==> src/yuv2rgb_pkg.sv <==
`default_nettype none

package yuv2rgb_pkg;

  // Pixels carried by one stream request, and the chroma pairs that go with them.
  localparam int PIXEL_LANES     = 4;
  localparam int CHROMA_PAIRS    = (PIXEL_LANES + 1) / 2;
  localparam int COEFF_FRAC_BITS = 12;

  localparam int SAMPLE_W  = 8;
  localparam int GAIN_W    = 16;
  localparam int OFFSET_W  = 21;
  // Unsigned sample widened with a zero sign bit, times a signed gain.
  localparam int PROD_W    = SAMPLE_W + 1 + GAIN_W;
  // Offset plus up to three products, with headroom.
  localparam int SUM_W     = PROD_W + 3;

  localparam int IN_FIELDS  = PIXEL_LANES + 2 * CHROMA_PAIRS;
  localparam int OUT_FIELDS = 3 * PIXEL_LANES;
  localparam int IN_W       = IN_FIELDS * SAMPLE_W;
  localparam int OUT_W      = OUT_FIELDS * SAMPLE_W;

  // Register file: eight registers, 64-bit data, one per 8 bytes.
  localparam int APB_DATA_W = 64;
  localparam int REG_IDX_W  = 3;
  localparam int APB_ADDR_W = REG_IDX_W + 3;

  localparam logic [REG_IDX_W-1:0] REG_LUMA_GAIN_RED       = 3'd0;
  localparam logic [REG_IDX_W-1:0] REG_CHROMA_V_GAIN_RED   = 3'd1;
  localparam logic [REG_IDX_W-1:0] REG_LUMA_GAIN_GREEN     = 3'd2;
  localparam logic [REG_IDX_W-1:0] REG_CHROMA_U_GAIN_GREEN = 3'd3;
  localparam logic [REG_IDX_W-1:0] REG_CHROMA_V_GAIN_GREEN = 3'd4;
  localparam logic [REG_IDX_W-1:0] REG_LUMA_GAIN_BLUE      = 3'd5;
  localparam logic [REG_IDX_W-1:0] REG_CHROMA_U_GAIN_BLUE  = 3'd6;
  localparam logic [REG_IDX_W-1:0] REG_CHANNEL_OFFSETS     = 3'd7;

  typedef logic signed [GAIN_W-1:0]   gain_t;
  typedef logic signed [OFFSET_W-1:0] offset_t;
  typedef logic signed [PROD_W-1:0]   prod_t;
  typedef logic signed [SUM_W-1:0]    sum_t;

  // Conversion settings shared by all lanes.
  typedef struct packed {
    gain_t   luma_gain_red;
    gain_t   chroma_v_gain_red;
    gain_t   luma_gain_green;
    gain_t   chroma_u_gain_green;
    gain_t   chroma_v_gain_green;
    gain_t   luma_gain_blue;
    gain_t   chroma_u_gain_blue;
    offset_t offset_red;
    offset_t offset_green;
    offset_t offset_blue;
  } cfg_t;

  // Drop the fraction and saturate to one 8-bit channel.
  function automatic logic [SAMPLE_W-1:0] clamp_channel(input sum_t sum);
    logic [SAMPLE_W-1:0] ch;
    if (sum[SUM_W-1]) begin
      ch = '0;
    end else if (|sum[SUM_W-2:COEFF_FRAC_BITS+SAMPLE_W]) begin
      ch = '1;
    end else begin
      ch = sum[COEFF_FRAC_BITS+SAMPLE_W-1:COEFF_FRAC_BITS];
    end
    return ch;
  endfunction

endpackage

`default_nettype wire

==> src/yuv2rgb_lane.sv <==
`default_nettype none

module yuv2rgb_lane (
  input  wire logic                              clk,
  input  wire logic                              ld_prod,
  input  wire logic                              ld_sum,
  input  wire logic [yuv2rgb_pkg::SAMPLE_W-1:0]  luma,
  input  wire logic [yuv2rgb_pkg::SAMPLE_W-1:0]  chroma_u,
  input  wire logic [yuv2rgb_pkg::SAMPLE_W-1:0]  chroma_v,
  input  wire yuv2rgb_pkg::cfg_t                 cfg,
  output logic      [yuv2rgb_pkg::SAMPLE_W-1:0]  red,
  output logic      [yuv2rgb_pkg::SAMPLE_W-1:0]  green,
  output logic      [yuv2rgb_pkg::SAMPLE_W-1:0]  blue
);
  import yuv2rgb_pkg::*;

  logic signed [SAMPLE_W:0] y_s;
  logic signed [SAMPLE_W:0] u_s;
  logic signed [SAMPLE_W:0] v_s;

  prod_t p_yr;
  prod_t p_vr;
  prod_t p_yg;
  prod_t p_ug;
  prod_t p_vg;
  prod_t p_yb;
  prod_t p_ub;

  sum_t sum_r;
  sum_t sum_g;
  sum_t sum_b;

  // Samples are unsigned; a zero sign bit keeps the products signed.
  assign y_s = $signed({1'b0, luma});
  assign u_s = $signed({1'b0, chroma_u});
  assign v_s = $signed({1'b0, chroma_v});

  // First stage: one multiplier per term.
  always_ff @(posedge clk) begin
    if (ld_prod) begin
      p_yr <= PROD_W'(y_s) * PROD_W'(cfg.luma_gain_red);
      p_vr <= PROD_W'(v_s) * PROD_W'(cfg.chroma_v_gain_red);
      p_yg <= PROD_W'(y_s) * PROD_W'(cfg.luma_gain_green);
      p_ug <= PROD_W'(u_s) * PROD_W'(cfg.chroma_u_gain_green);
      p_vg <= PROD_W'(v_s) * PROD_W'(cfg.chroma_v_gain_green);
      p_yb <= PROD_W'(y_s) * PROD_W'(cfg.luma_gain_blue);
      p_ub <= PROD_W'(u_s) * PROD_W'(cfg.chroma_u_gain_blue);
    end
  end

  // Second stage: add the channel offset and the products.
  always_comb begin
    sum_r = SUM_W'(cfg.offset_red) + SUM_W'(p_yr) + SUM_W'(p_vr);
    sum_g = SUM_W'(cfg.offset_green) + SUM_W'(p_yg) + SUM_W'(p_ug) + SUM_W'(p_vg);
    sum_b = SUM_W'(cfg.offset_blue) + SUM_W'(p_yb) + SUM_W'(p_ub);
  end

  // Clamped channels are the lane's output register.
  always_ff @(posedge clk) begin
    if (ld_sum) begin
      red   <= clamp_channel(sum_r);
      green <= clamp_channel(sum_g);
      blue  <= clamp_channel(sum_b);
    end
  end

endmodule

`default_nettype wire

==> config.mk <==
export PLATFORM = sky130hd
export DESIGN_NAME = yuv2rgb_lane
export DESIGN_NICKNAME = d
export VERILOG_FILES = /design/src/yuv2rgb_pkg.sv /design/src/yuv2rgb_lane.sv
export SDC_FILE = /design/constraint.sdc
export NUM_CORES = 2
export LEC_CHECK = 0
export BUFFER_PORTS_ARGS = -buffer_cell sky130_fd_sc_hd__buf_2
export CORE_MARGIN = 10
export CORE_UTILIZATION = 45
export DETAILED_ROUTE_END_ITERATION = 10
export MAX_ROUTING_LAYER = met4
export PLACE_DENSITY = 0.65
export SLEW_MARGIN = 5
export SYNTH_ARGS = -nofsm -noshare
export SYNTH_HDL_FRONTEND = slang
export SYNTH_SLANG_ARGS = --single-unit
==> constraint.sdc <==
create_clock -name clk -period 6.15 [get_ports clk]
set_input_delay 0.615 -clock clk [delete_from_list [all_inputs] [get_ports clk]]
set_output_delay 0.615 -clock clk [all_outputs]
set_load 0.01 [all_outputs]
==> impl_metrics.py <==
metrics = {
    "cells_and_area": {
        "nets": 6215,
        "fin_util_pct": 48.9,
        "drive_gt1_share_pct": 6.66,
        "final_cell_count_no_fill": 6078,
        "final_cell_area_um2": 46600,
        "area_growth_pct": 7.70,
    },
    "timing": {
        "worst_slack_ns": 0.543,
        "whs_ns": 0.511,
        "tightest_slew_ns": 0.854,
        "period_share_pct": 91.2,
        "min_period_ns": 5.61,
        "fmax_mhz": 178,
        "rsz0062_at_grt": "false",
        "relSlewSlack_pct": 43.0,
        "skew_ns": 0.0139,
        "finalHoldViolCount": 0,
        "slew_violations": 0,
        "setup_viol": 0,
        "finalSetupTns_ns": 0,
    },
    "logic_synthesis": {
        "synthArstFlopShare_pct": 0,
        "netlist_area_um2": 43200,
        "ys_top_cells_by_count": "1,183 x inv_1, 812 x fa_1, 512 x and2_1",
        "synth_flop_cell": "edfxtp_1",
        "ys_seq_area_share_pct": 13.8,
        "postSynthCellCount": 4591,
        "ys_ff_latch": 199,
        "synth.distinct_cells": 70,
        "synth_edf_count": 199,
        "synth_top_cell_by_area": "fa_1",
        "synth.most_common_cell": "inv_1",
        "yosysWarnings": 0,
        "yosys.area.top_type_share_pct": 37.6,
        "synth.area.top_cells": "fa_1 38%, edfxtp_1 14%, ha_1 12%",
        "syn_area_per_cell_um2": 9.42,
        "syn_nets": 6030,
    },
    "worst_setup_path": {
        "cp_max_fo": 25,
        "crit_path_start_kind": "input pin",
        "critPathKind": "input pin to flop",
        "reg2reg_to": "green[1]$_SDFFCE_PP0P_",
        "cp.arrival_ns": 5.94,
        "r2r_cells": 14,
        "timing.rr.start": "p_ug[2]$_DFFE_PP_",
        "regToRegSetupSlack_ns": 1.66,
        "endpoint_kind": "flop",
        "critPathRequiredTime_ns": 6.48,
    },
    "power_and_ir_drop": {
        "total_power_mw": 23.9,
        "p_sw_share_pct": 50.0,
        "p_int_mw": 11.9,
        "p_sw_mw": 12.0,
        "clockPowerShare_pct": 4.8,
        "pwr-share-seq_pct": 14.1,
        "peakVddDrop_v": 0.000396,
        "pwr_density_cell_nw_per_um2": 513,
        "combinationalPowerShare_pct": 81.0,
        "power.leakage_nw": 23.9,
    },
    "min_path": {
        "hold_path.class": "input pin to flop",
        "holdPathStages": 2,
        "hold_start": "cfg[127]",
        "hold_end": "p_yg[0]$_DFFE_PP_",
    },
    "floorplanning": {
        "die_area_um2": 109000,
        "die_h_um": 330,
        "ioPinCount": 226,
        "coreArea_um2": 95200,
        "die_w_um": 330,
        "start_util_pct": 45.4,
        "num_rows": 113,
    },
    "clocking": {
        "cts_sinks": 199,
        "cts_max_level": 4,
        "cts-hold-fix-buffers": 0,
        "post_cts_resized": 0,
        "cts_setup_buffers": 0,
        "clk_pin_slew_ns": 0.08,
        "clockRootBuffer": "clkbuf_16",
        "cts_tree": "built",
        "numCtsBuffers": 17,
        "insertion_delay_ns": 0.49,
        "clock_path_buffers": 2,
    },
    "drt": {
        "wl_per_cell_um": 16.0,
        "routed_wl_um": 97000,
        "drc": 0,
        "via_per_inst": 4.95,
        "drtIter0Drc": 1398,
        "antenna_left": 0,
        "vias": 30100,
        "firstDrtPassIters": 5,
    },
    "grt": {
        "grt_pass1_vias": 32300,
        "grt.total_usage_pct": 19.1,
        "grt_overflow": 0,
        "grt_max_degree": 103,
        "antenna_found_initial": 25,
        "grt_pass1_wl_um": 163000,
    },
    "job": {
        "maxCapViolCount": 0,
    },
    "placed_design": {
        "pre_cts_ws_ns": 0.103,
        "place_hpwl_um": 83100,
        "gp_congestion": 0.871,
        "numPortBuffers": 225,
        "dpl.cell_count": 6022,
        "placed_cell_area_um2": 45900,
    },
    "status": {
        "outcome": "completed",
    },
}
cell usage in the layout (no fill, tap or decap), types with 17 or more instances in the layout:
cell	Yosys	routed
diode_2	0	24
and3_1	26	26
nor3_1	56	56
xnor2_1	124	124
edfxtp_1	199	199
o21a_1	31	31
a21oi_1	102	102
a31oi_1	27	27
o211ai_1	20	20
o21ai_0	60	60
xor2_1	42	42
inv_1	1183	1183
and2_1	512	512
nor2_1	115	115
buf_4	0	32
fa_1	812	812
a21o_1	36	36
a211oi_1	19	19
buf_2	0	224
nand2_1	457	457
ha_1	425	425
nand3_1	45	45
nor2b_1	19	19
clkbuf_16	0	17
how the worst max path moves through the flow:
stage                           start                  to  slack (ns)
after floorplan               luma[0]  p_yg[24]$_DFFE_PP_        0.58
after global placement    chroma_v[0]  p_vg[24]$_DFFE_PP_        0.31
after detailed placement  chroma_v[0]  p_vg[23]$_DFFE_PP_        0.10
after CTS                 chroma_v[0]  p_vg[23]$_DFFE_PP_        0.61
after global routing      chroma_v[0]  p_vg[23]$_DFFE_PP_        0.17
final                     chroma_v[0]  p_vg[23]$_DFFE_PP_        0.54
area by class of cell:
cell class / instances / area, um2
fill: 9006 / 48600
multi-input combinational: 3113 / 32500
sequential: 199 / 5980
inverter: 1183 / 4440
tap: 1265 / 1580
timing repair buffer: 262 / 1470
clock buffer: 17 / 425
clock inverter: 15 / 158
antenna: 24 / 60.1
flip-flops by register name, indices dropped and copies added, names as in the netlist:
| signal | cells |
|---|---|
| p_ub | 25 |
| p_ug | 25 |
| blue | 8 |
| p_yr | 25 |
| red | 8 |
| p_vr | 25 |
| p_yg | 25 |
| green | 8 |
| p_yb | 25 |
| p_vg | 25 |
worst max-delay path, cell delays in order:
cell	delay (ns)
buf_2	0.42
nand2_1	0.18
fa_1	0.57
inv_1	0.06
fa_1	0.50
inv_1	0.06
fa_1	0.48
fa_1	0.49
inv_1	0.04
ha_1	0.28
o21a_1	0.17
a21oi_1	0.22
a211o_1	0.20
o21ai_0	0.20
o41ai_1	0.70
o211ai_1	0.25
a2111o_1	0.40
o211ai_1	0.10
cell families after synthesis:
family,share of synthesized area (%)
DFF,13.8
adders and majority gates,49.9
buffers and inverters,11.1
AOI/OAI and AO/OA,6.38
xor gates and xnor gates,3.36
muxes,0.197
and+or+nand+nor,15.2
power groups by stage:
| stage | sequential (mW) | clock [mW] | combinational (mW) |
|---|---|---|---|
| 2_1_floorplan | 3.26 | 0 | 15.1 |
| 3_3_place_gp | 3.41 | 0 | 19.0 |
| 3_5_place_dp | 3.41 | 0 | 19.4 |
| 4_1_cts | 3.39 | 1.20 | 19.6 |
| 5_1_grt | 3.44 | 1.24 | 22.3 |
| 6_report | 3.37 | 1.16 | 19.4 |
metal layers:
metal  track usage, %  wire length (um)
met4             5.15              2180
met3             2.89              5110
met1             24.3             42500
met2             31.7             47300
met5                -                 0
Power figures use the tool's default switching activity.
