==> config.mk <==
export PLATFORM = sky130hd
export DESIGN_NAME = yuv2rgb_regs
export DESIGN_NICKNAME = d
export VERILOG_FILES = /design/src/yuv2rgb_pkg.sv /design/src/yuv2rgb_regs.sv
export SDC_FILE = /design/constraint.sdc
export NUM_CORES = 1
export LEC_CHECK = 0
export BUFFER_PORTS_ARGS = -buffer_cell sky130_fd_sc_hd__buf_2
export CELL_PAD_IN_SITES_DETAIL_PLACEMENT = 1
export CELL_PAD_IN_SITES_GLOBAL_PLACEMENT = 2
export CORE_AREA = 2 2 127 222
export CTS_BUF_LIST = sky130_fd_sc_hd__clkbuf_4
export CTS_CLUSTER_DIAMETER = 50
export DETAILED_ROUTE_END_ITERATION = 12
export DIE_AREA = 0 0 129 224
export PLACE_DENSITY_LB_ADDON = 0.1
export SYNTH_ARGS = -nofsm -noshare
export SYNTH_HDL_FRONTEND = slang
export SYNTH_SLANG_ARGS = --single-unit
==> constraint.sdc <==
create_clock -name clk -period 2.5 [get_ports clk]
set_input_delay 0.125 -clock clk [delete_from_list [all_inputs] [get_ports clk]]
set_output_delay 0.125 -clock clk [all_outputs]
set_load 0.01 [all_outputs]
==> src/yuv2rgb_pkg.sv <==
`default_nettype none

package yuv2rgb_pkg;

  // Pixels carried by one stream request, and the chroma pairs that go with them.
  localparam int PIXEL_LANES     = 4;
  localparam int CHROMA_PAIRS    = (PIXEL_LANES + 1) / 2;
  localparam int COEFF_FRAC_BITS = 12;

  localparam int SAMPLE_W  = 8;
  localparam int GAIN_W    = 16;
  localparam int OFFSET_W  = 21;
  // Unsigned sample widened with a zero sign bit, times a signed gain.
  localparam int PROD_W    = SAMPLE_W + 1 + GAIN_W;
  // Offset plus up to three products, with headroom.
  localparam int SUM_W     = PROD_W + 3;

  localparam int IN_FIELDS  = PIXEL_LANES + 2 * CHROMA_PAIRS;
  localparam int OUT_FIELDS = 3 * PIXEL_LANES;
  localparam int IN_W       = IN_FIELDS * SAMPLE_W;
  localparam int OUT_W      = OUT_FIELDS * SAMPLE_W;

  // Register file: eight registers, 64-bit data, one per 8 bytes.
  localparam int APB_DATA_W = 64;
  localparam int REG_IDX_W  = 3;
  localparam int APB_ADDR_W = REG_IDX_W + 3;

  localparam logic [REG_IDX_W-1:0] REG_LUMA_GAIN_RED       = 3'd0;
  localparam logic [REG_IDX_W-1:0] REG_CHROMA_V_GAIN_RED   = 3'd1;
  localparam logic [REG_IDX_W-1:0] REG_LUMA_GAIN_GREEN     = 3'd2;
  localparam logic [REG_IDX_W-1:0] REG_CHROMA_U_GAIN_GREEN = 3'd3;
  localparam logic [REG_IDX_W-1:0] REG_CHROMA_V_GAIN_GREEN = 3'd4;
  localparam logic [REG_IDX_W-1:0] REG_LUMA_GAIN_BLUE      = 3'd5;
  localparam logic [REG_IDX_W-1:0] REG_CHROMA_U_GAIN_BLUE  = 3'd6;
  localparam logic [REG_IDX_W-1:0] REG_CHANNEL_OFFSETS     = 3'd7;

  typedef logic signed [GAIN_W-1:0]   gain_t;
  typedef logic signed [OFFSET_W-1:0] offset_t;
  typedef logic signed [PROD_W-1:0]   prod_t;
  typedef logic signed [SUM_W-1:0]    sum_t;

  // Conversion settings shared by all lanes.
  typedef struct packed {
    gain_t   luma_gain_red;
    gain_t   chroma_v_gain_red;
    gain_t   luma_gain_green;
    gain_t   chroma_u_gain_green;
    gain_t   chroma_v_gain_green;
    gain_t   luma_gain_blue;
    gain_t   chroma_u_gain_blue;
    offset_t offset_red;
    offset_t offset_green;
    offset_t offset_blue;
  } cfg_t;

  // Drop the fraction and saturate to one 8-bit channel.
  function automatic logic [SAMPLE_W-1:0] clamp_channel(input sum_t sum);
    logic [SAMPLE_W-1:0] ch;
    if (sum[SUM_W-1]) begin
      ch = '0;
    end else if (|sum[SUM_W-2:COEFF_FRAC_BITS+SAMPLE_W]) begin
      ch = '1;
    end else begin
      ch = sum[COEFF_FRAC_BITS+SAMPLE_W-1:COEFF_FRAC_BITS];
    end
    return ch;
  endfunction

endpackage

`default_nettype wire

==> src/yuv2rgb_regs.sv <==
`default_nettype none

module yuv2rgb_regs (
  input  wire logic                                clk,
  input  wire logic                                rst,
  input  wire logic                                psel,
  input  wire logic                                penable,
  input  wire logic                                pwrite,
  input  wire logic [yuv2rgb_pkg::APB_ADDR_W-1:0]  paddr,
  input  wire logic [yuv2rgb_pkg::APB_DATA_W-1:0]  pwdata,
  output logic      [yuv2rgb_pkg::APB_DATA_W-1:0]  prdata,
  output logic                                     pready,
  output yuv2rgb_pkg::cfg_t                        cfg
);
  import yuv2rgb_pkg::*;

  logic                 wr_en;
  logic [REG_IDX_W-1:0] reg_idx;

  assign pready  = 1'b1;
  assign wr_en   = psel && penable && pwrite;
  assign reg_idx = paddr[APB_ADDR_W-1:3];

  // Register writes; gains keep their low 16 bits, offsets their low 63.
  always_ff @(posedge clk) begin
    if (rst) begin
      cfg <= '0;
    end else if (wr_en) begin
      unique case (reg_idx)
        REG_LUMA_GAIN_RED:       cfg.luma_gain_red       <= pwdata[GAIN_W-1:0];
        REG_CHROMA_V_GAIN_RED:   cfg.chroma_v_gain_red   <= pwdata[GAIN_W-1:0];
        REG_LUMA_GAIN_GREEN:     cfg.luma_gain_green     <= pwdata[GAIN_W-1:0];
        REG_CHROMA_U_GAIN_GREEN: cfg.chroma_u_gain_green <= pwdata[GAIN_W-1:0];
        REG_CHROMA_V_GAIN_GREEN: cfg.chroma_v_gain_green <= pwdata[GAIN_W-1:0];
        REG_LUMA_GAIN_BLUE:      cfg.luma_gain_blue      <= pwdata[GAIN_W-1:0];
        REG_CHROMA_U_GAIN_BLUE:  cfg.chroma_u_gain_blue  <= pwdata[GAIN_W-1:0];
        REG_CHANNEL_OFFSETS: begin
          cfg.offset_red   <= pwdata[OFFSET_W-1:0];
          cfg.offset_green <= pwdata[2*OFFSET_W-1:OFFSET_W];
          cfg.offset_blue  <= pwdata[3*OFFSET_W-1:2*OFFSET_W];
        end
        default: ;
      endcase
    end
  end

  // Read back the stored value, zero-extended.
  always_comb begin
    prdata = '0;
    unique case (reg_idx)
      REG_LUMA_GAIN_RED:       prdata[GAIN_W-1:0] = cfg.luma_gain_red;
      REG_CHROMA_V_GAIN_RED:   prdata[GAIN_W-1:0] = cfg.chroma_v_gain_red;
      REG_LUMA_GAIN_GREEN:     prdata[GAIN_W-1:0] = cfg.luma_gain_green;
      REG_CHROMA_U_GAIN_GREEN: prdata[GAIN_W-1:0] = cfg.chroma_u_gain_green;
      REG_CHROMA_V_GAIN_GREEN: prdata[GAIN_W-1:0] = cfg.chroma_v_gain_green;
      REG_LUMA_GAIN_BLUE:      prdata[GAIN_W-1:0] = cfg.luma_gain_blue;
      REG_CHROMA_U_GAIN_BLUE:  prdata[GAIN_W-1:0] = cfg.chroma_u_gain_blue;
      REG_CHANNEL_OFFSETS: begin
        prdata[3*OFFSET_W-1:0] = {cfg.offset_blue, cfg.offset_green, cfg.offset_red};
      end
      default: prdata = '0;
    endcase
  end

endmodule

`default_nettype wire

==> summary.md <==
| Metric | Value |
|---|---|
| Final Total Pwr | `slightly below 0.005 W` |
| Ports | `roughly 320` |
| CTS Sinks | `about 180` |
| Core area | `27100 sq um` |
| CTS tree | `yes` |
| Synth Area in XOR/XNOR | `0` |
| Largest net degree at the start of global routing | `just under 60` |
| Post-Syn Instances | `slightly above 1000` |
| Die area | `slightly below 30000 sq um` |
| Clock Skews | `0 ns` |
| Clock power frac | `0.322` |
| Chip height | `roughly 220 microns` |
| Tot GR Track Use | `0.237` |
| P_int | `0.00360 W` |
| Vias per Instance | `4.81` |
| Number of CTS-inserted buffers | `17` |
| Initial Utilization | `0.287` |
| DRC | `0` |
| Synth area leader | `dfxtp_1` |
| Total of max-cap violations | `0` |
| Final worst path period need | `between 2 and 2.5 ns` |
| Hold Crit Class | `in -> reg` |
| Reg with most FFs | `cfg` |
| R2R Setup Slk | `about 1.7 ns` |
| Post-CTS sizing | `0` |
| CP max FO | `3` |
| Top flop regs | `cfg (175)` |
| Reg area | `3500 sq um` |
| Final Cycle Share | `0.945` |
| # rows | `80` |
| RR Endpoint | `cfg[47]$_SDFFE_PP0P_` |
| Clock root buffer master | `clkbuf_4` |
| Worst IR drop on VDD | `between 0.2 and 0.3 mV` |
| Most area-consuming cells after synthesis | `dfxtp_1, nand2_1, a21oi_1, and2_1, a221oi_1` |
| Yosys cell types | `37` |
| Register area share after synthesis | `0.450` |
| Layout area overhead | `33.2%` |
| Yosys reg bits | `between 150 and 200` |
| Worst endpoint required time | `2.38 ns` |
| Critical Path Source Type | `register` |
| Top delay family on crit path | `compound AO/OA/AOI/OAI gates` |
| Die W | `129 microns` |
| Layout cells sized above 1 | `0.287` |
| WL/cell | `a little over 20 microns` |
| Critical path endpoint category | `output pin` |
| CP cell instances | `mux2_2 > a22o_1 > a221oi_1 > nor2_1 > buf_2` |
| DRT iter0 DRCs | `about 260` |
| Top-area cell type share of the netlist area | `0.450` |
| Pwr Density | `477 nW/um^2` |
| Sw Share | `0.272` |
| Net count, final | `approximately 1400` |
| Highest clock rate | `around 420 MHz` |
| RePlAce Congestion | `about 0.87` |
| Setup Crit Path Kind | `reg -> out` |
| Logic gate share of total power | `0.106` |
| Post-CTS setup repair buffer count | `0` |
| Fin util | `0.382` |
| H-tree depth | `4` |
| # setup viols final | `0` |
| Crit-path max cell delay | `just under 0.5 ns` |
| Largest family of logic cells by synthesized area | `simple AND/OR/NAND/NOR gates` |
| Mux contribution to synthesized area | `0.0343` |
| Routed via count | `between 8000 and 9000` |
| Vias in the first global route | `around 8400` |
| Buffers on Ports | `roughly 300` |
| Net Switching | `between 0.001 and 0.0015 W` |
| Max stage delay cell, worst path | `a221oi_1` |
| Longest Clk Path Bufs | `2` |
| Leakage power | `approximately 4.5 nW` |
| Syn avg cell area | `between 7 and 8 sq um` |
| Max reg flops | `about 180` |
| Worst Hold Path Cells | `6` |
| Status | `finished, final reports clean` |
| Slew headroom | `0.503` |
| Fill cells | `3451` |
| Drt pass-1 iters | `4` |
| Worst path bufs/invs | `1` |
| Worst R2R Start | `cfg[47]$_SDFFE_PP0P_` |
| Drt total wl | `between 30000 and 40000 microns` |
| Count of final hold-check violations | `0` |
| Antenna violations before repair | `2` |
| Mapped Nets | `1084` |
| Post-synthesis compound-gate area fraction | `0.196` |
| Post-synthesis adder-cell area fraction | `0` |
| Final Max Slew Viols | `0` |
| Synthesized area | `7780 sq um` |
| Worst-case reg-to-reg path depth | `2` |
| Clock latency on the worst-skew pair | `0.64 ns` |
| Synth Area in Simple Gates | `0.242` |
| Grt total ovfl | `0` |
| Detailed placement HPWL | `around 26000 microns` |
| Slew at the pin closest to its max-slew limit | `about 0.74 ns` |
| Share of total power in sequential cells | `0.572` |
| CTS clock-pin slew for the worst setup and hold paths | `0.14 ns` |
| Hold EP | `cfg[174]$_SDFFE_PP0P_` |
| Area of the multi-input gates | `about 3700 sq um` |
| Post-route ant nets | `0` |
| Global-route wire length before repair | `a little over 50000 microns` |
| HP Start | `penable` |
| Yosys synthesis warning count | `0` |
| Worst Path Arrival | `around 2.2 ns` |
## cell usage after synthesis
master    number
nand2_1      320
a21oi_1      185
dfxtp_1      175
and2_1        48
buf_2         37
clkbuf_1      33
nor2_1        29
a221oi_1      25
o21ai_0       22
buf_4         21
a22o_1        18
inv_1         16
mux2i_1       12
mux2_2        11
o21ai_1       10
buf_6          5
nor2_4         5
a32oi_1        4
nand2b_1       4
nor2b_1        4
or2_1          3
or3_1          3
clkbuf_2       2
conb_1         2
nor2_2         2
nor3_4         2
a21o_1         1
a22oi_1        1
and3_1         1
mux4_2         1
nand2_4        1
nand2b_4       1
nand4_2        1
nand4b_4       1
o32a_1         1
or2_2          1
or2b_4         1
## area by class of cell
cell class	count	share of cell area
antenna	3	0.000725
tap	369	0.0446
multi-input combinational	720	0.355
sequential	175	0.338
clock buffer	19	0.0138
inverter	16	0.00580
clock inverter	11	0.00966
timing repair buffer	396	0.232
## power by group through the flow
stage	clock, W	sequential [W]	combinational [W]
after floorplan	0	0.00289	0.000244
after global placement	0	0.00289	0.000448
after detailed placement	0	0.00289	0.000452
after CTS	0.00166	0.00283	0.000533
after global routing	0.00177	0.00283	0.000564
final	0.00159	0.00283	0.000524
## what timing repair did
| action | 4_1_cts | 5_1_grt |
|---|---|---|
| hold buffers | 64 | 0 |
| endpoints found under the hold margin | 175 | 0 |
| endpoints found under the setup margin | 0 | 0 |
## cell families after synthesis
kind of cell	Yosys count
AOI/OAI and AO/OA	267
buffers and inverters	114
DFF	175
muxes	24
other	2
and+or+nand+nor	427
## metrics by stage
step	TNS, ns	setup WS (ns)	hold slack, ns	std cells	cell area (sq um)
2_1_floorplan	0	1.20	0.261	1009	7780
3_3_place_gp	0	0.284	0.365	1612	9470
3_5_place_dp	0	0.271	0.373	1612	9470
4_1_cts	0	0.0325	0.0880	1706	10400
5_1_grt	-0.00931	-0.00931	0.0952	1709	10400
6_report	0	0.137	0.128	1709	10400
## worst reg2reg max path, delay by kind of cell, from the launching register on
family / cells / cell delay, ns
and+or+nand+nor: 1 / 0.08
DFF: 1 / 0.49
AOI/OAI and AO/OA: 1 / 0.14
## layout by cell type, fill, tap and decap left out, types with 19 or more instances in the layout
cell           count
buf_2            307
o21ai_0           22
nor2_1            29
and2_1            48
buf_4             22
dlygate4sd3_1     64
a221oi_1          25
a21oi_1          185
nand2_1          320
dfxtp_1          175
clkbuf_4          19
## layer usage
layer  GRT usage  vias to the layer above  share of wire
li1            -                     3963              -
met1       0.229                     3989           0.35
met2       0.472                      230           0.57
met3      0.0478                       41          0.047
met4      0.0985                        0          0.032
met5           0                        -              0
## worst max-delay path by stage
stage                              start    endpoint  slack (ns)  cells past startpoint
floorplan                       paddr[4]  prdata[11]        1.20                      6
global placement                paddr[4]  prdata[11]        0.28                      8
detailed placement              paddr[4]  prdata[11]        0.27                      8
CTS                 cfg[53]$_SDFFE_PP0P_  prdata[11]        0.03                      6
global route        cfg[90]$_SDFFE_PP0P_  prdata[11]      -0.009                      6
finish              cfg[83]$_SDFFE_PP0P_   prdata[4]        0.14                      5
No activity file was read; power rests on OpenSTA's default activity.
